**src/rtl/core/ramp_plateau_pulse_pattern_generator_assert.svh**
```systemverilog
// ----------------------------------------------------------------------------
// assertion macros for the ramp plateau pulse pattern generator
// clocked on i_clk, disabled while i_rst_n is low
// ----------------------------------------------------------------------------
`ifndef RAMP_PLATEAU_PULSE_PATTERN_GENERATOR_ASSERT_SVH
`define RAMP_PLATEAU_PULSE_PATTERN_GENERATOR_ASSERT_SVH

// condition holds at every edge out of reset
`define RPPG_ASSERT_ALWAYS(label, cond) \
    label: assert property (@(posedge i_clk) disable iff (!i_rst_n) (cond)) \
        else $error("rppg: invariant violated");

// consequent holds in the cycle after the antecedent
`define RPPG_ASSERT_NEXT(label, ante, cons) \
    label: assert property (@(posedge i_clk) disable iff (!i_rst_n) (ante) |=> (cons)) \
        else $error("rppg: sequence violated");

`endif

```
**src/rtl/core/rppg_pkg.sv**
```systemverilog
`default_nettype none
// ----------------------------------------------------------------------------
// rppg_pkg
// types, constants and helper functions of the pulse pattern generator
// ----------------------------------------------------------------------------
package rppg_pkg;

    localparam logic [7:0] AMP_MAX      = 8'd239;
    localparam logic [7:0] AMP_MIN      = 8'd16;
    localparam logic [7:0] OFFSET_DELTA = 8'd2;
    localparam logic [7:0] OFFSET_START = 8'd1;

    localparam int CFG_IDX_W  = 3;
    localparam int CFG_DATA_W = 16;

    localparam logic [CFG_IDX_W-1:0] CFG_DUR_HI        = 3'd0;
    localparam logic [CFG_IDX_W-1:0] CFG_DUR_LO        = 3'd1;
    localparam logic [CFG_IDX_W-1:0] CFG_STEP_HI       = 3'd2;
    localparam logic [CFG_IDX_W-1:0] CFG_STEP_LO       = 3'd3;
    localparam logic [CFG_IDX_W-1:0] CFG_REPEAT_COUNT  = 3'd4;
    localparam logic [CFG_IDX_W-1:0] CFG_RAMP_STEPS    = 3'd5;
    localparam logic [CFG_IDX_W-1:0] CFG_PLATEAU_STEPS = 3'd6;

    localparam logic CMD_START = 1'b0;
    localparam logic CMD_NEXT  = 1'b1;

    localparam logic [2:0] PAIR_HI      = 3'd0;
    localparam logic [2:0] PAIR_HI_OFF  = 3'd1;
    localparam logic [2:0] PAIR_HI_END  = 3'd2;
    localparam logic [2:0] PAIR_LO      = 3'd3;
    localparam logic [2:0] PAIR_LO_OFF  = 3'd4;
    localparam logic [2:0] PAIR_LAST    = 3'd5;

    localparam int SETTLE_PASSES = 4;

    typedef enum logic [1:0] {
        PH_RISE    = 2'd0,
        PH_PLATEAU = 2'd1,
        PH_FALL    = 2'd2
    } t_phase;

    typedef struct packed {
        logic        running;
        logic [15:0] reps;
        t_phase      phase;
        logic [15:0] steps;
    } t_seq;

    function automatic logic [7:0] amp_up(input logic [7:0] amp, input logic [7:0] step);
        logic [8:0] sum;
        sum = {1'b0, amp} + {1'b0, step};
        if (sum > {1'b0, AMP_MAX}) begin
            return AMP_MAX;
        end
        return sum[7:0];
    endfunction

    function automatic logic [7:0] amp_down(input logic [7:0] amp, input logic [7:0] step);
        logic [8:0] floor_v;
        floor_v = {1'b0, step} + {1'b0, AMP_MIN};
        if ({1'b0, amp} < floor_v) begin
            return AMP_MIN;
        end
        return amp - step;
    endfunction

    // advance to the next step that emits pairs, or go idle
    function automatic t_seq settle(input t_seq cur, input logic [15:0] ramp,
                                    input logic [15:0] plat);
        t_seq s;
        logic done;
        s    = cur;
        done = 1'b0;
        if (ramp == 16'd0 && plat == 16'd0) begin
            s.running = 1'b0;
        end
        for (int i = 0; i < SETTLE_PASSES; i++) begin
            if (s.running && !done) begin
                if (s.reps == 16'd0) begin
                    s.running = 1'b0;
                end else if (s.steps != 16'd0) begin
                    done = 1'b1;
                end else begin
                    case (s.phase)
                        PH_RISE: begin
                            s.phase = PH_PLATEAU;
                            s.steps = plat;
                        end
                        PH_PLATEAU: begin
                            s.phase = PH_FALL;
                            s.steps = ramp;
                        end
                        default: begin
                            s.reps  = s.reps - 16'd1;
                            s.phase = PH_RISE;
                            s.steps = ramp;
                        end
                    endcase
                end
            end
        end
        return s;
    endfunction

endpackage
`default_nettype wire

```
**src/rtl/core/ramp_plateau_pulse_pattern_generator.sv**
```systemverilog
`default_nettype none
// ----------------------------------------------------------------------------
// ramp_plateau_pulse_pattern_generator
// stages: an accepted beat is held in the input register; the pair of a next
// command is then registered in the output register that drives the master side
// throughput: one beat per cycle unless m_tready stalls; the add and clamp
// of the amplitude step and the step sequencer sit between the input and the result register
// reset: synchronous active low; pattern idle, amplitudes zero, offsets one,
// all configuration registers zero
// ----------------------------------------------------------------------------
`include "ramp_plateau_pulse_pattern_generator_assert.svh"

module ramp_plateau_pulse_pattern_generator (
    input  wire logic                            i_clk,
    input  wire logic                            i_rst_n,
    // config write channel
    input  wire logic                            i_cfg_valid,
    output logic                                 o_cfg_ready,
    input  wire logic [rppg_pkg::CFG_IDX_W-1:0]  i_cfg_index,
    input  wire logic [rppg_pkg::CFG_DATA_W-1:0] i_cfg_data,
    // command stream
    input  wire logic                            s_tvalid,
    output logic                                 s_tready,
    input  wire logic [15:0]                     s_tdata,  // start_amp_hi, start_amp_lo
    input  wire logic                            s_tuser,  // cmd
    // pair stream
    output logic                                 m_tvalid,
    input  wire logic                            m_tready,
    output logic [15:0]                          m_tdata,  // amplitude, duration
    output logic                                 m_tlast
);
    import rppg_pkg::*;

    logic [7:0]  r_dur_hi, r_dur_lo, r_step_hi, r_step_lo;
    logic [15:0] r_repeat_count, r_ramp_steps, r_plateau_steps;

    logic        r_in_valid;
    logic        r_in_cmd;
    logic [7:0]  r_in_hi, r_in_lo;

    logic [7:0]  r_amp_hi, r_amp_lo, r_off_hi, r_off_lo;
    logic [15:0] r_reps, r_steps;
    t_phase      r_phase;
    logic [2:0]  r_pair;
    logic        r_running;

    logic [7:0]  n_amp_hi, n_amp_lo, n_off_hi, n_off_lo;
    logic [15:0] n_reps, n_steps;
    t_phase      n_phase;
    logic [2:0]  n_pair;
    logic        n_running;

    logic        r_out_valid;
    logic [7:0]  r_out_amp, r_out_dur;
    logic        r_out_last;
    logic [7:0]  n_out_amp, n_out_dur;
    logic        n_out_last;

    logic        advance;
    logic        emit;
    logic [7:0]  cur_hi, cur_lo;
    t_seq        seq_in, seq_out;

    assign o_cfg_ready = 1'b1;
    assign advance     = r_in_valid && (!r_out_valid || m_tready);
    assign s_tready    = !r_in_valid || advance;
    assign m_tvalid    = r_out_valid;
    assign m_tdata     = {r_out_dur, r_out_amp};
    assign m_tlast     = r_out_last;

    always_ff @(posedge i_clk) begin
        if (!i_rst_n) begin
            r_dur_hi        <= '0;
            r_dur_lo        <= '0;
            r_step_hi       <= '0;
            r_step_lo       <= '0;
            r_repeat_count  <= '0;
            r_ramp_steps    <= '0;
            r_plateau_steps <= '0;
        end else if (i_cfg_valid) begin
            unique case (i_cfg_index)
                CFG_DUR_HI:        r_dur_hi        <= i_cfg_data[7:0];
                CFG_DUR_LO:        r_dur_lo        <= i_cfg_data[7:0];
                CFG_STEP_HI:       r_step_hi       <= i_cfg_data[7:0];
                CFG_STEP_LO:       r_step_lo       <= i_cfg_data[7:0];
                CFG_REPEAT_COUNT:  r_repeat_count  <= i_cfg_data;
                CFG_RAMP_STEPS:    r_ramp_steps    <= i_cfg_data;
                CFG_PLATEAU_STEPS: r_plateau_steps <= i_cfg_data;
                default: ;
            endcase
        end
    end

    // step sequencer, amplitude update and pair select
    always_comb begin
        n_amp_hi   = r_amp_hi;
        n_amp_lo   = r_amp_lo;
        n_off_hi   = r_off_hi;
        n_off_lo   = r_off_lo;
        n_reps     = r_reps;
        n_steps    = r_steps;
        n_phase    = r_phase;
        n_pair     = r_pair;
        n_running  = r_running;
        n_out_amp  = r_out_amp;
        n_out_dur  = r_out_dur;
        n_out_last = r_out_last;
        emit       = 1'b0;
        cur_hi     = r_amp_hi;
        cur_lo     = r_amp_lo;
        seq_in     = '{running: 1'b1, reps: r_reps, phase: r_phase, steps: r_steps};

        if (r_in_cmd == CMD_START) begin
            seq_in = '{running: 1'b1, reps: r_repeat_count, phase: PH_RISE,
                       steps: r_ramp_steps};
        end else if (r_pair == PAIR_LAST) begin
            seq_in.steps = r_steps - 16'd1;
        end
        seq_out = settle(seq_in, r_ramp_steps, r_plateau_steps);

        if (r_pair == PAIR_HI && r_phase == PH_RISE) begin
            cur_hi = amp_up(r_amp_hi, r_step_hi);
            cur_lo = amp_down(r_amp_lo, r_step_lo);
        end else if (r_pair == PAIR_HI && r_phase == PH_FALL) begin
            cur_hi = amp_down(r_amp_hi, r_step_hi);
            cur_lo = amp_up(r_amp_lo, r_step_lo);
        end

        if (advance) begin
            if (r_in_cmd == CMD_START) begin
                n_amp_hi  = r_in_hi;
                n_amp_lo  = r_in_lo;
                n_off_hi  = OFFSET_START;
                n_off_lo  = OFFSET_START;
                n_pair    = PAIR_HI;
                n_running = seq_out.running;
                n_reps    = seq_out.reps;
                n_phase   = seq_out.phase;
                n_steps   = seq_out.steps;
            end else if (r_running) begin
                emit = 1'b1;
                if (r_pair == PAIR_HI && r_phase != PH_PLATEAU) begin
                    n_amp_hi = cur_hi;
                    n_amp_lo = cur_lo;
                    n_off_hi = cur_hi - OFFSET_DELTA;
                    n_off_lo = cur_lo + OFFSET_DELTA;
                end
                case (r_pair)
                    PAIR_HI, PAIR_HI_END: begin
                        n_out_amp = cur_hi;
                        n_out_dur = r_dur_hi;
                    end
                    PAIR_HI_OFF: begin
                        n_out_amp = r_off_hi;
                        n_out_dur = r_dur_hi;
                    end
                    PAIR_LO, PAIR_LAST: begin
                        n_out_amp = r_amp_lo;
                        n_out_dur = r_dur_lo;
                    end
                    default: begin
                        n_out_amp = r_off_lo;
                        n_out_dur = r_dur_lo;
                    end
                endcase
                if (r_pair == PAIR_LAST) begin
                    n_pair     = PAIR_HI;
                    n_running  = seq_out.running;
                    n_reps     = seq_out.reps;
                    n_phase    = seq_out.phase;
                    n_steps    = seq_out.steps;
                    n_out_last = !seq_out.running;
                end else begin
                    n_pair     = r_pair + 3'd1;
                    n_out_last = 1'b0;
                end
            end
        end
    end

    always_ff @(posedge i_clk) begin
        if (!i_rst_n) begin
            r_in_valid  <= 1'b0;
            r_out_valid <= 1'b0;
            r_amp_hi    <= '0;
            r_amp_lo    <= '0;
            r_off_hi    <= OFFSET_START;
            r_off_lo    <= OFFSET_START;
            r_reps      <= '0;
            r_steps     <= '0;
            r_phase     <= PH_RISE;
            r_pair      <= PAIR_HI;
            r_running   <= 1'b0;
        end else begin
            if (s_tready) begin
                r_in_valid <= s_tvalid;
            end
            if (emit) begin
                r_out_valid <= 1'b1;
            end else if (m_tready) begin
                r_out_valid <= 1'b0;
            end
            r_amp_hi  <= n_amp_hi;
            r_amp_lo  <= n_amp_lo;
            r_off_hi  <= n_off_hi;
            r_off_lo  <= n_off_lo;
            r_reps    <= n_reps;
            r_steps   <= n_steps;
            r_phase   <= n_phase;
            r_pair    <= n_pair;
            r_running <= n_running;
        end
    end

    // payload registers
    always_ff @(posedge i_clk) begin
        if (s_tvalid && s_tready) begin
            r_in_cmd <= s_tuser;
            r_in_hi  <= s_tdata[7:0];
            r_in_lo  <= s_tdata[15:8];
        end
        if (emit) begin
            r_out_amp  <= n_out_amp;
            r_out_dur  <= n_out_dur;
            r_out_last <= n_out_last;
        end
    end

    `RPPG_ASSERT_ALWAYS(a_pair_range, r_pair <= PAIR_LAST)
    `RPPG_ASSERT_ALWAYS(a_run_has_work, !r_running || (r_steps != 16'd0 && r_reps != 16'd0))
    `RPPG_ASSERT_ALWAYS(a_idle_pair_zero, r_running || r_pair == PAIR_HI)
    `RPPG_ASSERT_NEXT(a_start_restarts, advance && r_in_cmd == CMD_START, r_pair == PAIR_HI && !r_out_valid)

endmodule
`default_nettype wire
```
**config.mk**
```make
export PLATFORM = sky130hd
export DESIGN_NAME = ramp_plateau_pulse_pattern_generator
export DESIGN_NICKNAME = d
export VERILOG_FILES = /design/src/rtl/core/rppg_pkg.sv /design/src/rtl/core/ramp_plateau_pulse_pattern_generator.sv
export VERILOG_INCLUDE_DIRS = /design/src /design/src/rtl/core
export SDC_FILE = /design/constraint.sdc
export NUM_CORES = 1
export LEC_CHECK = 0
export BUFFER_PORTS_ARGS = -buffer_cell sky130_fd_sc_hd__clkbuf_2
export CAP_MARGIN = 15
export CORE_MARGIN = 5
export CORE_UTILIZATION = 50
export DETAILED_ROUTE_END_ITERATION = 12
export PLACE_DENSITY = 0.69
export SLEW_MARGIN = 20
export SYNTH_ARGS = -nofsm -noshare
export SYNTH_HDL_FRONTEND = slang
export SYNTH_SLANG_ARGS = --single-unit
```
**constraint.sdc**
```tcl
create_clock -name i_clk -period 7.3 [get_ports i_clk]
set_input_delay 0 -clock i_clk [delete_from_list [all_inputs] [get_ports i_clk]]
set_output_delay 0 -clock i_clk [all_outputs]
set_load 0.005 [all_outputs]
```
Word-level counts from Yosys, hierarchy flattened

Index checks and enable logic that the tools add are counted.

Word-level logic and storage cells: 207
Bits in latches: 0
Memories kept: 0
Memory bits (writable): 0
ROM bits: 0
Flip-flop bits (word level): 186

Equal/unequal tests: 19
$mul: 0
Shift-type cells: 0
$lt $le $gt $ge: 4
Add/sub/neg operators: 14
Divide/modulo/power cells: 0
Reduce and logical (&&, ||, !) cells: 53
Mux-type cells: 93
Bitwise gates (word level): 0

Operators by type and width:

| cell                                                                 | number |
|---|---|
| 34-bit 2-to-1 mux                                                    | 8 |
| 8-bit 2-to-1 mux                                                     | 25 |
| 16-bit 2-to-1 mux                                                    | 12 |
| 18-bit one-hot mux with 2 select lines                               | 4 |
| 35-bit 2-to-1 mux                                                    | 4 |
| 16-bit logical NOT                                                   | 6 |
| 16-bit by 1-bit subtractor with 16-bit output, second input constant | 5 |
| 16-bit nonzero test                                                  | 4 |
| 1-bit 2-to-1 mux                                                     | 32 |
| 8-bit one-hot mux with 3 select lines                                | 1 |
| 8-bit by 5-bit adder with 9-bit output, second input constant        | 2 |
| 8-bit by 8-bit adder with 9-bit output                               | 2 |
| 9-bit by 8-bit > comparator with 1-bit output, second input constant | 2 |
| 8-bit by 9-bit less-than comparator with 1-bit output                | 2 |
| 18-bit 2-to-1 mux                                                    | 1 |
| 2-bit AND reduction                                                  | 8 |
| 8-bit subtractor                                                     | 2 |
| 3-bit by 2-bit == test with 1-bit output, second input constant      | 4 |
| 3-bit == test, second input constant                                 | 4 |
| 2-bit OR reduction                                                   | 6 |
| 2-bit logical NOT                                                    | 5 |
| 1-bit logical AND                                                    | 9 |
| 3-bit 2-to-1 mux                                                     | 3 |
| 8-bit by 2-bit adder with 8-bit output, second input constant        | 1 |
| 14 further kinds                                                     | 31 |

Longest topological paths before layout

Gate-level depths: netlist (run 1).

Depth after elaboration: 28
Depth in mapped cells: 25

Worst setup path before layout (run 1)

No wires, ideal clock.

Kind: flip-flop to flip-flop
From: reg r_in_cmd
To: reg r_steps[0]
Setup time: 0.116 ns
Slack: 1.557 ns
Stages on the path, launching flop included: 23
Arrival: 5.627 ns
Period minus slack after synthesis: 5.743 ns
Buffers on the path: 7
Required time: 7.184 ns
Cells stage by stage: edfxtp_1 > clkbuf_1 > clkbuf_1 > buf_2 > buf_2 > buf_1 > buf_1 > mux2i_1 > ha_1 > o2111a_1 > nand4_1 > nand2_1 > nor4_2 > xor2_1 > ha_1 > inv_1 > or4b_1 > a2111oi_1 > xnor2_1 > nand4_1 > or2_1 > buf_4 > a41o_1

Word-level cells in the longest chain between the ends: 24
Elaborated cells on any way between the ends: 67
Classes of those cells: 3 x add/sub; 6 x eq/ne; 36 x mux; 22 x reduce/logical

Ends and longest elaborated chain:

| what                                                                                   | RTL line                                    | source |
|---|---|---|
| from (decl)                                                                            | ramp_plateau_pulse_pattern_generator.sv:38  | `logic r_in_cmd;` |
| from (signal assigned)                                                                 | ramp_plateau_pulse_pattern_generator.sv:218 | `r_in_cmd <= s_tuser;` |
| branches (longest 24 deep; another with 16-bit by 1-bit subtractor with 16-bit output) | -                                           |  |
| to (signal assigned)                                                                   | ramp_plateau_pulse_pattern_generator.sv:208 | `r_steps <= n_steps;` |
| to (decl)                                                                              | ramp_plateau_pulse_pattern_generator.sv:42  | `logic [15:0] r_reps, r_steps;` |

Parallel ways; which one is timed is not known. The select of a mux whose other input is x is not followed.
A chain may end at the register's enable or synchronous reset.

Final worst setup path (run 1)

From: reg r_pair[0]
To: reg r_steps[0]

Word-level cells in the longest chain between the ends: 25
Elaborated cells on any way between the ends: 59
Classes of those cells: 2 x add/sub; 5 x eq/ne; 33 x mux; 19 x reduce/logical

Ends and longest elaborated chain:

| what                                                                                   | RTL line                                                                                 | source |
|---|---|---|
| from (decl)                                                                            | ramp_plateau_pulse_pattern_generator.sv:44                                               | `logic [2:0] r_pair;` |
| from (signal assigned)                                                                 | ramp_plateau_pulse_pattern_generator.sv:210                                              | `r_pair <= n_pair;` |
| 3-bit == test *                                                                        | ramp_plateau_pulse_pattern_generator.sv:116, ramp_plateau_pulse_pattern_generator.sv:166 |  |
| branches (longest 24 deep; another with 16-bit by 1-bit subtractor with 16-bit output) | -                                                                                        |  |

Every way passes the cells marked *. The select of a mux whose other input is x is not followed.

==> metrics.md, run 1 <==
| Metric | Value |
|---|---|
| Status | `finished, final reports clean` |
| RSZ-0062 raised after global routing | `false` |
| Layout Skew | `0.01701 ns` |
| Count leader, synth | `nand2_1` |
| Cell taking the most area after synthesis | `dfxtp_1` |
| DRT iter0 DRCs | `1158` |
| Setup TNS | `0 ns` |
| GP Congestion | `1.014` |
| Worst-Margin Slew | `1.094 ns` |
| Sequential Power Share | `0.419` |
| Syn_area_per_cell | `7.836 µm²` |
| Type of the worst setup path | `reg2reg` |
| Final min period | `6.187 ns` |
| DRT Pass-1 Iters | `7` |
| Final Cycle Share | `0.8475` |
| Via count | `12041` |
| F_max | `161.6 MHz` |
| Leak | `0.005133 µW` |
| Max Slew Vio Count | `0` |
| RR Endpoint | `r_steps[0]` |
| Area Overhead vs Synth | `11.93%` |
| Synth top area share | `0.2466` |
| Final worst-path setup slack | `1.113 ns` |
| Overall Global Routing Usage | `0.2895` |
| Min-Delay Path Class | `in2reg` |
| Routed vias/inst | `6.156` |
| CP startpoint kind | `flip-flop` |
| Synth warn | `0` |
| Clock share of power | `0.371` |
| Clock Tree Buf Depth | `2` |
| Crit path max fanout | `28` |
| Clock root buffer master | `clkbuf_16` |
| Hpwl dp | `30660 µm` |
| DR DRC count | `0` |
| Clk slew on worst S/H paths | `0.08 ns` |
| First-pass GRT wire length | `64780 µm` |
| EDFF count, synth | `34` |
| Slowest cell on the critical path | `dfxtp_1` |
| Top Ports | `61` |
| Worst Path Required | `7.65 ns` |
| Syn Inst Count | `1575` |
| Row count | `57` |
| #FFs+latches synth | `186` |
| Worst-Skew Late Latency | `0.46 ns` |
| Clock sinks | `186` |
| Filler Cells Inserted | `2266` |
| Synth cell count leaders | `259 x nand2_1, 169 x a21oi_1, 152 x dfxtp_1` |
| Crit path to | `r_steps[0]` |
| Critical path endpoint category | `flip-flop` |
| Most used DFF post-synth | `dfxtp_1` |
| Postcts setup bufs | `0` |
| CTS buffer count | `17` |
| Initial core utilization | `0.5075` |
| Vias in the first global route | `11505` |
| WL/cell | `21.13 µm` |
| R2R depth | `15` |
| Post-route insts no fill | `1956` |
| Combinational share of power | `0.210` |
| Max VDD drop | `0.1432 mV` |
| R2R Setup Slk | `1.11 ns` |
| Pin count of the biggest net entering global routing | `92` |
| Critical-path cell list | `nand3b_1, o31a_1, nor3_1, and3_1, o221ai_2, nor4_2, xor2_1, ha_1, inv_1, or4b_1, a2111oi_1, xnor2_1, nand4_1, or2_1, a41o_1` |
| Synth area leaders | `dfxtp_1 25%, edfxtp_1 8.3%, nand2_1 7.9%` |
| Layout cells sized above 1 | `0.1023` |
| Largest stage delay, worst path | `0.83 ns` |
| Port bufs | `59` |
| Power Density | `194.0 nW/µm²` |
| Number of diodes | `0` |
| Max-Cap Viols | `0` |
| Share of flip-flops with an asynchronous set or reset | `0` |
| Syn nets | `1665` |
| Final ANT Viol Nets | `0` |
| Pwr Total | `2681 µW` |
| Switch share | `0.3364` |
| Die Y | `167.1 µm` |
| Final Hold Violating Endpoints | `0` |
| Global route overflow | `0` |
| Worst R2R Start | `r_pair[0]` |
| Switch Pwr | `901.6 µW` |
| Die area | `27930 µm²` |
| Crit path from | `r_pair[0]` |
| Mapped Area | `12340 µm²` |
| H-tree levels | `4` |
| TritonCTS clock tree | `yes` |
| Initial antenna violation count | `4` |
| Post-Place Cells | `1889` |
| Slew margin rel. | `0.2708` |
| CP arrival | `6.53 ns` |
| DRT Wirelength | `41330 µm` |
| Core Area | `24320 µm²` |
| Setup violators final | `0` |
| Nets@finish | `1709` |
| Die width | `167.1 µm` |
| Dpl ws | `1.241 ns` |
| Sequential element share of the synthesized area | `0.3293` |
| Worst Hold Slack | `0.06444 ns` |
| Synth unique cells | `92` |
| Pint | `1779 µW` |
## per-stage QoR
stage	util	area, µm²
2_1_floorplan	-	12340
3_3_place_gp	0.5277	12830
3_5_place_dp	0.5278	12830
4_1_cts	0.5679	13810
5_1_grt	0.5680	13810
6_report	0.5680	13810
## flip-flops by register name, summed over array words and instances (netlist names), 2 cells and up
signal and flops:
r_plateau_steps 16, r_ramp_steps 16, r_repeat_count 16, r_reps 16, r_steps 16, r_amp_hi 8, r_amp_lo 8, r_dur_hi 8
r_dur_lo 8, r_in_hi 8, r_in_lo 8, r_off_hi 8, r_off_lo 8, r_out_amp 8, r_out_dur 8, r_step_hi 8
r_step_lo 8, r_pair 3, r_phase 2
## power by group through the flow
stage	Clock, µW	Sequential [µW]	Combinational, µW
floorplan	0	1130	396
global placement	0	1140	533
detailed placement	0	1140	534
CTS	1010	1120	552
global route	1050	1130	610
finish	996	1120	562
## cell usage in the layout, fill, tap and decap left out, drive strengths merged, types with 33 or more instances in the layout
| cell type | Yosys | layout |
|---|---|---|
| dlygate4sd3 | 0 | 35 |
| edfxtp | 34 | 34 |
| nor2 | 145 | 145 |
| inv | 51 | 56 |
| nand3 | 42 | 42 |
| ha | 45 | 45 |
| clkbuf | 63 | 76 |
| nor4 | 33 | 33 |
| xnor2 | 41 | 41 |
| mux2i | 37 | 37 |
| a21oi | 169 | 169 |
| o21ai | 68 | 68 |
| a211oi | 34 | 34 |
| nand2 | 260 | 260 |
| nor3 | 39 | 39 |
| dfxtp | 152 | 152 |
## layer usage
| layer | global-route usage | part of all wire | vias up | wire length (µm) |
|---|---|---|---|---|
| met5 | 0 | 0.0013 | - | 55 |
| met1 | 0.3743 | 0.42 | 5665 | 17520 |
| met2 | 0.4722 | 0.46 | 465 | 19110 |
| met4 | 0.1206 | 0.041 | 8 | 1706 |
| li1 | - | - | 5801 | - |
| met3 | 0.06106 | 0.071 | 102 | 2932 |
## worst max-delay path: cells and delay by family (launching register included)
family / cells / cell delay (ns)
flops: 1 / 0.83
compound gates: 4 / 1.55
fa+ha+maj: 1 / 0.20
xor+xnor: 2 / 0.49
simple gates: 7 / 2.97
buf+inv: 1 / 0.04
## cell type report
| cell class | count | area (µm²) | share of cell area |
|---|---|---|---|
| clock buffers | 17 | 425.4 | 0.03079 |
| inverters | 52 | 197.7 | 0.01431 |
| clock inverters | 15 | 201.4 | 0.01458 |
| flip-flops and latches | 186 | 4064 | 0.2942 |
| multi-input cells | 1255 | 7765 | 0.5621 |
| repair buffers | 107 | 755.7 | 0.05471 |
| well taps | 324 | 405.4 | 0.02935 |
## timing repair
action	4_1_cts	5_1_grt
endpoints found under the setup margin	0	0
hold buffers	35	0
hold endpoints to repair	91	0
gates resized for setup	0	0
## worst min path at each step
stage / start / depth (start not counted) / to / slack [ns]
after detailed placement: s_tdata[1] / 1 / r_in_hi[1] / 0.18
after CTS: i_rst_n / 2 / r_off_hi[0] / 0.06
after global routing: i_rst_n / 2 / r_off_hi[0] / 0.07
after floorplan: s_tuser / 0 / r_in_cmd / 0.1
final: i_rst_n / 2 / r_off_hi[0] / 0.06
after global placement: s_tdata[8] / 1 / r_in_lo[0] / 0.18
## kinds of logic (layout without fill, tap and decap cells)
logic type | after synthesis | count (layout) | synth area share
adders and majority gates | 49 | 49 | 0.05211
xor gates and xnor gates | 58 | 58 | 0.04116
DFF | 186 | 186 | 0.3293
other | 1 | 1 | 0.0003038
buffers and inverters | 134 | 191 | 0.04329
AOI/OAI and AO/OA | 433 | 433 | 0.2285
muxes | 59 | 59 | 0.05008
and+or+nand+nor | 655 | 655 | 0.2553
Power figures use the tool's default switching activity.
==> inputs of run 2 (changes only) <==
clock period = 5.8 ns   (was 7.3 ns; I/O delays follow)
==> run 2 against run 1 <==
  * Highest routed layer unchanged
  * Clock-buffer cell count stayed put
  * First-iteration DRC count up 5.4%
  * Critical path depth is the same
  * Non-clock buffer count increased by 20
  * Sequential share of layout area is 0.31 points lower
  * Die area did not move
  * Flip-flop and latch count unchanged
  * Total power grew 25%
  * Clock power up 21%
  * Combinational power increased by 31%
  * Register-to-register slack lost 0.85 ns
  * Via count rose by 1.8%
==> metrics.md, run 2 (synthesis results as in run 1) <==
| Metric | Value |
|---|---|
| Filler Cells Inserted | `2274 (+0.35%)` |
| Via count | `12252 (+1.8%)` |
| F_max | `180.6 MHz (+12%)` |
| DRT iter0 DRCs | `1220 (+5.4%)` |
| Critical path endpoint category | `flip-flop` |
| Critical-path cell list | `buf_4, nand3b_1, or4_1, mux2i_1, o211ai_1, nor2_1, buf_4, nand3_1, nor3_1, nand3_1, a2111oi_0, xnor2_1, nand4_1, or2_1, a41o_1` |
| Dpl ws | `0.3710 ns (-0.8704 ns)` |
| Commonest non-fill, non-tap cell in the layout | `nand2_1` |
| Clock root buffer master | `clkbuf_16` |
| Row count | `57 (unchanged)` |
| Area Overhead vs Synth | `13.13%` |
| Top Ports | `61 (unchanged)` |
| Status | `finished, final reports clean` |
| Die Y | `167.1 µm (unchanged)` |
| Slew margin rel. | `0.3014 (+0.03065)` |
| Power Density | `240.0 nW/µm² (+24%)` |
| Final min period | `5.537 ns (-0.6504 ns)` |
| First-pass GRT wire length | `64780 µm (unchanged)` |
| Overall Global Routing Usage | `0.2877 (-0.001821)` |
| Pin count of the biggest net entering global routing | `95 (+3.3%)` |
| Leak | `0.005238 µW (+2.0%)` |
| Slowest cell on the critical path | `or4_1` |
| Final ANT Viol Nets | `0 (unchanged)` |
| Max VDD drop | `0.1960 mV (+37%)` |
| CP arrival | `5.87 ns (-0.66 ns)` |
| CP Buf/Inv Count | `2 (+1)` |
| Largest stage delay, worst path | `0.70 ns (-0.13 ns)` |
| Util after Layout | `0.5741 (+0.006071)` |
| Max-Cap Viols | `0 (unchanged)` |
| GP Congestion | `1.015 (+0.15%)` |
| Setup TNS | `0 ns (unchanged)` |
| Layout Skew | `0.01727 ns (+0.0002633 ns)` |
| H-tree levels | `4 (unchanged)` |
| Clock sinks | `186 (unchanged)` |
| Final worst-path setup slack | `0.2635 ns (-0.8496 ns)` |
| Type of the worst setup path | `reg2reg` |
| Initial core utilization | `0.5075 (unchanged)` |
| Final Cycle Share | `0.9546 (+0.1070)` |
| Min-Delay Path Class | `in2reg` |
| Global route overflow | `0 (unchanged)` |
| CP startpoint kind | `flip-flop` |
| Area of the multi-input gates | `7777 µm² (+0.16%)` |
| Largest delay share family, worst path | `simple AND/OR/NAND/NOR gates` |
| Layout cells sized above 1 | `0.1162 (+0.01389)` |
| Postcts setup bufs | `0 (unchanged)` |
| CTS buffer count | `17 (unchanged)` |
| DRT Pass-1 Iters | `6 (-1)` |
| Worst Path Required | `6.13 ns (-1.52 ns)` |
| Initial antenna violation count | `3 (-1)` |
| Crit path max fanout | `26 (-7.1%)` |
| Die width | `167.1 µm (unchanged)` |
| Clock Tree Buf Depth | `2 (unchanged)` |
| Worst-Skew Late Latency | `0.44 ns (-0.02 ns)` |
| Worst-Margin Slew | `1.048 ns (-0.04598 ns)` |
| Clk slew on worst S/H paths | `0.08 ns (about the same)` |
| Nets@finish | `1729 (+1.2%)` |
| Max Slew Vio Count | `0 (unchanged)` |
| DR DRC count | `0 (unchanged)` |
| Die area | `27930 µm² (unchanged)` |
| Core Area | `24320 µm² (unchanged)` |
| Routed vias/inst | `6.200 (+0.72%)` |
| TritonCTS clock tree | `yes` |
| Setup violators final | `0 (unchanged)` |
| FF/Latch Area | `4064 µm² (unchanged)` |
| WL/cell | `20.77 µm (-1.7%)` |
| DRT Wirelength | `41040 µm (-0.70%)` |
| DP Area | `13020 µm² (+1.4%)` |
| Design Area, Final | `13960 µm² (+1.1%)` |
| RSZ-0062 raised after global routing | `true` |
| Final Hold Violating Endpoints | `0 (unchanged)` |
| Port bufs | `59 (unchanged)` |
| Hpwl dp | `30490 µm (-0.57%)` |
| Number of diodes | `0 (unchanged)` |
| Vias in the first global route | `11621 (+1.0%)` |
| Highest-count cells in the layout ignoring fill and taps | `259 x nand2_1, 168 x a21oi_1, 152 x dfxtp_1` |
## run 2: metal layers
metal  part of all wire  vias up  global-route usage
li1                   -     5846                   -
met1               0.42     5760              0.3758
met2               0.47      538              0.4713
met3              0.074      102             0.04762
met4              0.043        6              0.1263
met5            0.00097        -                   0
## run 2: worst paths after layout
| kind | cells after the start | to | slack (ns) | startpoint |
|---|---|---|---|---|
| worst max-delay path | 15 | r_steps[2] | 0.26 | r_pair[2] |
| worst min-delay path | 3 | r_dur_lo[2] | 0.02 | i_cfg_data[2] |
| worst max register to register | 15 | r_steps[2] | 0.26 | r_pair[2] |
| worst min register to register | 2 | r_dur_lo[6] | 0.46 | r_dur_lo[6] |
## run 2: per-stage QoR
step	power (µW)	hold WS (ns)	std cells
final	3351	0.01664	1976
after floorplan	1915	0.09887	1575
after global routing	3495	0.006480	1976
after CTS	3344	0.003387	1976
after detailed placement	2133	0.1786	1912
after global placement	2136	0.1768	1912
## run 2: timing repair
| action | 4_1_cts | 5_1_grt |
|---|---|---|
| resized for setup | 0 | 2 |
| hold endpoints to repair | 75 | 0 |
| endpoints found under the setup margin | 0 | 11 |
| hold buffers | 32 | 0 |
## run 2: where the power goes
group          total (µW)  internal (µW)  switching (µW)
combinational         735            270             465
clock                1210            621             585
sequential           1410           1360            50.3
## run 2: layout make-up
cell class,instances,area share
clock buffers,17,0.03047
flip-flops and latches,186,0.2911
multi-input cells,1255,0.5570
clock inverters,15,0.01299
inverters,52,0.01416
repair buffers,127,0.06524
well taps,324,0.02903
## run 2: tightest hold or removal path, delay by kind of cell
kind            cells  cell delay (ns)
buf+inv             1             0.23
simple gates        1             0.12
compound gates      1             0.06
==> inputs of run 3 (changes only) <==
ABC_AREA = 1   (was unset)
==> run 3 against run 2 <==
  * Combinational power is 17% lower
  * Largest power group unchanged
  * Clock power decreased by 5%
  * Global-route usage fell by 0.77 points
  * Critical endpoint is now r_steps[5]
  * Area after synthesis increased by 3.1%
  * Sequential share of layout area down 0.18 points
  * Total power is 6.2% lower
  * First-iteration DRC count down 2.2%
  * Critical path type unchanged
  * Sequential power is essentially flat
  * Die area grew 2.9%
  * Worst setup slack improved by 0.19 ns
  * Maximum frequency rose by 3.6%
  * Non-clock buffer count shrank 24
==> metrics.md, run 3 <==
| Metric | Value |
|---|---|
| Global route overflow | `0 (unchanged)` |
| Initial antenna violation count | `0 (-3)` |
| Port bufs | `59 (unchanged)` |
| Syn nets | `2065 (+24%)` |
| Largest delay share family, worst path | `simple AND/OR/NAND/NOR gates` |
| F_max | `187.1 MHz (+3.6%)` |
| Min-Delay Path Class | `in2reg` |
| Row count | `58 (+1.8%)` |
| Cell taking the most area after synthesis | `dfxtp_1` |
| DRT Wirelength | `40710 µm (-0.78%)` |
| Worst-Skew Late Latency | `0.44 ns (about the same)` |
| Main combinational cell family by area after synthesis | `simple AND/OR/NAND/NOR gates` |
| Nets@finish | `2109 (+22%)` |
| DRT Pass-1 Iters | `6 (unchanged)` |
| Leak | `0.006648 µW (+27%)` |
| Final ANT Viol Nets | `0 (unchanged)` |
| Worst Path Required | `6.18 ns (+0.05 ns)` |
| Number of diodes | `0 (unchanged)` |
| Type of the worst setup path | `reg2reg` |
| Max VDD drop | `0.1838 mV (-6.2%)` |
| Layout cells sized above 1 | `0.07333 (-0.04290)` |
| Clk slew on worst S/H paths | `0.08 ns (about the same)` |
| Status | `finished, final reports clean` |
| CTS buffer count | `17 (unchanged)` |
| Via count | `13132 (+7.2%)` |
| Top Ports | `61 (unchanged)` |
| Synth cell count leaders | `505 x nand2_1, 251 x inv_1, 236 x nor2_1` |
| Setup TNS | `0 ns (unchanged)` |
| #FFs+latches synth | `186 (unchanged)` |
| Layout Skew | `0.01413 ns (-0.003144 ns)` |
| Synth area leaders | `dfxtp_1 24%, nand2_1 15%, edfxtp_1 8.0%` |
| Simple-gate share of the synthesized area | `0.3382 (+0.08291)` |
| H-tree levels | `4 (unchanged)` |
| Synth warn | `0 (unchanged)` |
| Overall Global Routing Usage | `0.2800 (-0.007718)` |
| Slew margin rel. | `0.2799 (-0.02154)` |
| Power Density | `223.6 nW/µm² (-6.8%)` |
| Worst-Margin Slew | `1.079 ns (+0.03112 ns)` |
| Syn Inst Count | `1975 (+25%)` |
| Max-Cap Viols | `0 (unchanged)` |
| Setup violators final | `0 (unchanged)` |
| Mapped Area | `12720 µm² (+3.1%)` |
| WL/cell | `17.24 µm (-17%)` |
| Area Overhead vs Synth | `10.47%` |
| Clock Tree Buf Depth | `2 (unchanged)` |
| Worst Hold Slack | `0.02876 ns (+0.01212 ns)` |
| Die Y | `169.5 µm (+1.4%)` |
| Max Slew Vio Count | `0 (unchanged)` |
| DR DRC count | `0 (unchanged)` |
| Sequential element share of the synthesized area | `0.3195 (-0.009782)` |
| Critical path endpoint category | `flip-flop` |
| First-pass GRT wire length | `64690 µm (-0.15%)` |
| DRT iter0 DRCs | `1193 (-2.2%)` |
| Final Hold Violating Endpoints | `0 (unchanged)` |
| Routed vias/inst | `5.560 (-10%)` |
| CP Buf/Inv Count | `5 (+3)` |
| Hpwl dp | `30700 µm (+0.71%)` |
| Crit path max fanout | `73 (+180%)` |
| EDFF count, synth | `34 (unchanged)` |
| Util after Layout | `0.5596 (-0.01451)` |
| Share of flip-flops with an asynchronous set or reset | `0 (unchanged)` |
| Largest stage delay, worst path | `0.58 ns (-0.12 ns)` |
| Synth top area share | `0.2392 (-0.007324)` |
| Die area | `28730 µm² (+2.9%)` |
| Clock sinks | `186 (unchanged)` |
| CP startpoint kind | `flip-flop` |
| Commonest non-fill, non-tap cell in the layout | `nand2_1` |
| CP arrival | `5.72 ns (-0.15 ns)` |
| Core Area | `25110 µm² (+3.2%)` |
| Compound-Gate Fraction of Synth Area | `0.1630 (-0.06551)` |
| Syn_area_per_cell | `6.440 µm² (-18%)` |
| Postcts setup bufs | `0 (unchanged)` |
| Initial core utilization | `0.5066 (-0.0009081)` |
| GP Congestion | `0.9525 (-6.2%)` |
| Die width | `169.5 µm (+1.4%)` |
| Most used DFF post-synth | `dfxtp_1` |
| RSZ-0062 raised after global routing | `false` |
| TritonCTS clock tree | `yes` |
| Final Cycle Share | `0.9213 (-0.03327)` |
| Highest-count cells in the layout ignoring fill and taps | `505 x nand2_1, 251 x inv_1, 236 x nor2_1` |
| Adder-Cell Fraction of Synth Area | `0.05056 (-0.001548)` |
| Clock root buffer master | `clkbuf_16` |
| Vias in the first global route | `12148 (+4.5%)` |
| Count leader, synth | `nand2_1` |
| Final min period | `5.344 ns (-0.1930 ns)` |
| Synth unique cells | `53 (-42%)` |
| Slowest cell on the critical path | `o21ai_0` |
| Pin count of the biggest net entering global routing | `74 (-22%)` |
| Post-Synth XOR/XNOR Area | `0.01997 (-0.02119)` |
| Critical Path Most Common Cell | `nand2_1` |
| Mux cell area share after synthesis | `0 (-0.05008)` |
[run 3: cell count changes in the layout (fill, tap and decap cells not counted), moves of 33 or more]
cell / change
nand2_1: +246
a21oi_1: -50
mux2i_1: -37
xnor2_1: -33
nand3_1: +93
nor2_1: +93
inv_1: +201
o21ai_0: +95
nand4_1: +45
[run 3: power breakdown]
| part | internal, µW | switching (µW) |
|---|---|---|
| registers | 1360 | 32.9 |
| logic | 190 | 418 |
| clock network | 575 | 570 |
[run 3: cell type report]
cell class	count	area [µm²]
tap	330	412.9
clock buffer	17	425.4
timing repair buffer	103	733.2
fill	2540	11060
clock inverter	15	153.9
inverter	258	968.4
sequential	186	4064
multi-input combinational	1453	7293
[run 3: per-stage QoR]
stage | instance area [µm²] | cells | setup WS [ns] | power (µW)
global placement | 13180 | 2302 | 0.4805 | 1995
detailed placement | 13180 | 2302 | 0.4232 | 1997
CTS | 14040 | 2362 | 0.3691 | 3144
global route | 14050 | 2362 | 0.01716 | 3285
finish | 14050 | 2362 | 0.4564 | 3141
floorplan | 12720 | 1975 | 1.587 | 1825
[run 3: final timing paths]
path | from | endpoint | slack (ns) | cells past startpoint
setup / recovery | r_in_cmd | r_steps[5] | 0.46 | 27
hold / removal | i_cfg_data[7] | r_dur_lo[7] | 0.03 | 3
setup reg to reg | r_in_cmd | r_steps[5] | 0.46 | 27
hold reg to reg | r_off_lo[0] | r_off_lo[0] | 0.46 | 2
[run 3: cells by family (layout without fill, tap and decap cells)]
kind of cell,count (synthesis),count (layout)
other,1,1
adder cells (fa/ha/maj),49,49
AND/OR/NAND/NOR,1000,1000
AO/OA/AOI/OAI,374,374
buffers and inverters,336,393
XOR/XNOR,29,29
flip-flops,186,186
[run 3: worst reg2reg max path, cell delays in order (launching register included)]
cell and delay [ns]:
edfxtp_1 0.44, buf_12 0.25, o21ai_0 0.60, nand2_1 0.25
nor2_1 0.15, nand3_1 0.12, nand3_1 0.22, inv_1 0.30
nand2_1 0.13, inv_1 0.05, nand3_1 0.09, nand2_2 0.09
nor2_2 0.18, nand2_1 0.14, nor2_4 0.14, nand2_4 0.16
nand3_2 0.10, buf_4 0.30, inv_2 0.16, a21oi_1 0.20
nand2_1 0.08, nor2_1 0.16, nand2_2 0.13, nor2_8 0.29
nand3_4 0.26, nand2_1 0.14, nand3_1 0.08, nand2_1 0.08
[run 3: repair_timing]
action / 4_1_cts / 5_1_grt
hold buffers: 28 / 0
hold endpoints to repair: 42 / 0
gates resized for setup: 0 / 2
setup endpoints to repair: 0 / 19
[run 3: metal layers]
| layer | wire length, µm | track usage | vias up |
|---|---|---|---|
| met1 | 18110 | 0.3780 | 6037 |
| li1 | - | - | 6546 |
| met3 | 2459 | 0.04170 | 74 |
| met4 | 1229 | 0.09135 | 0 |
| met5 | 0 | 0 | - |
| met2 | 18920 | 0.4631 | 475 |
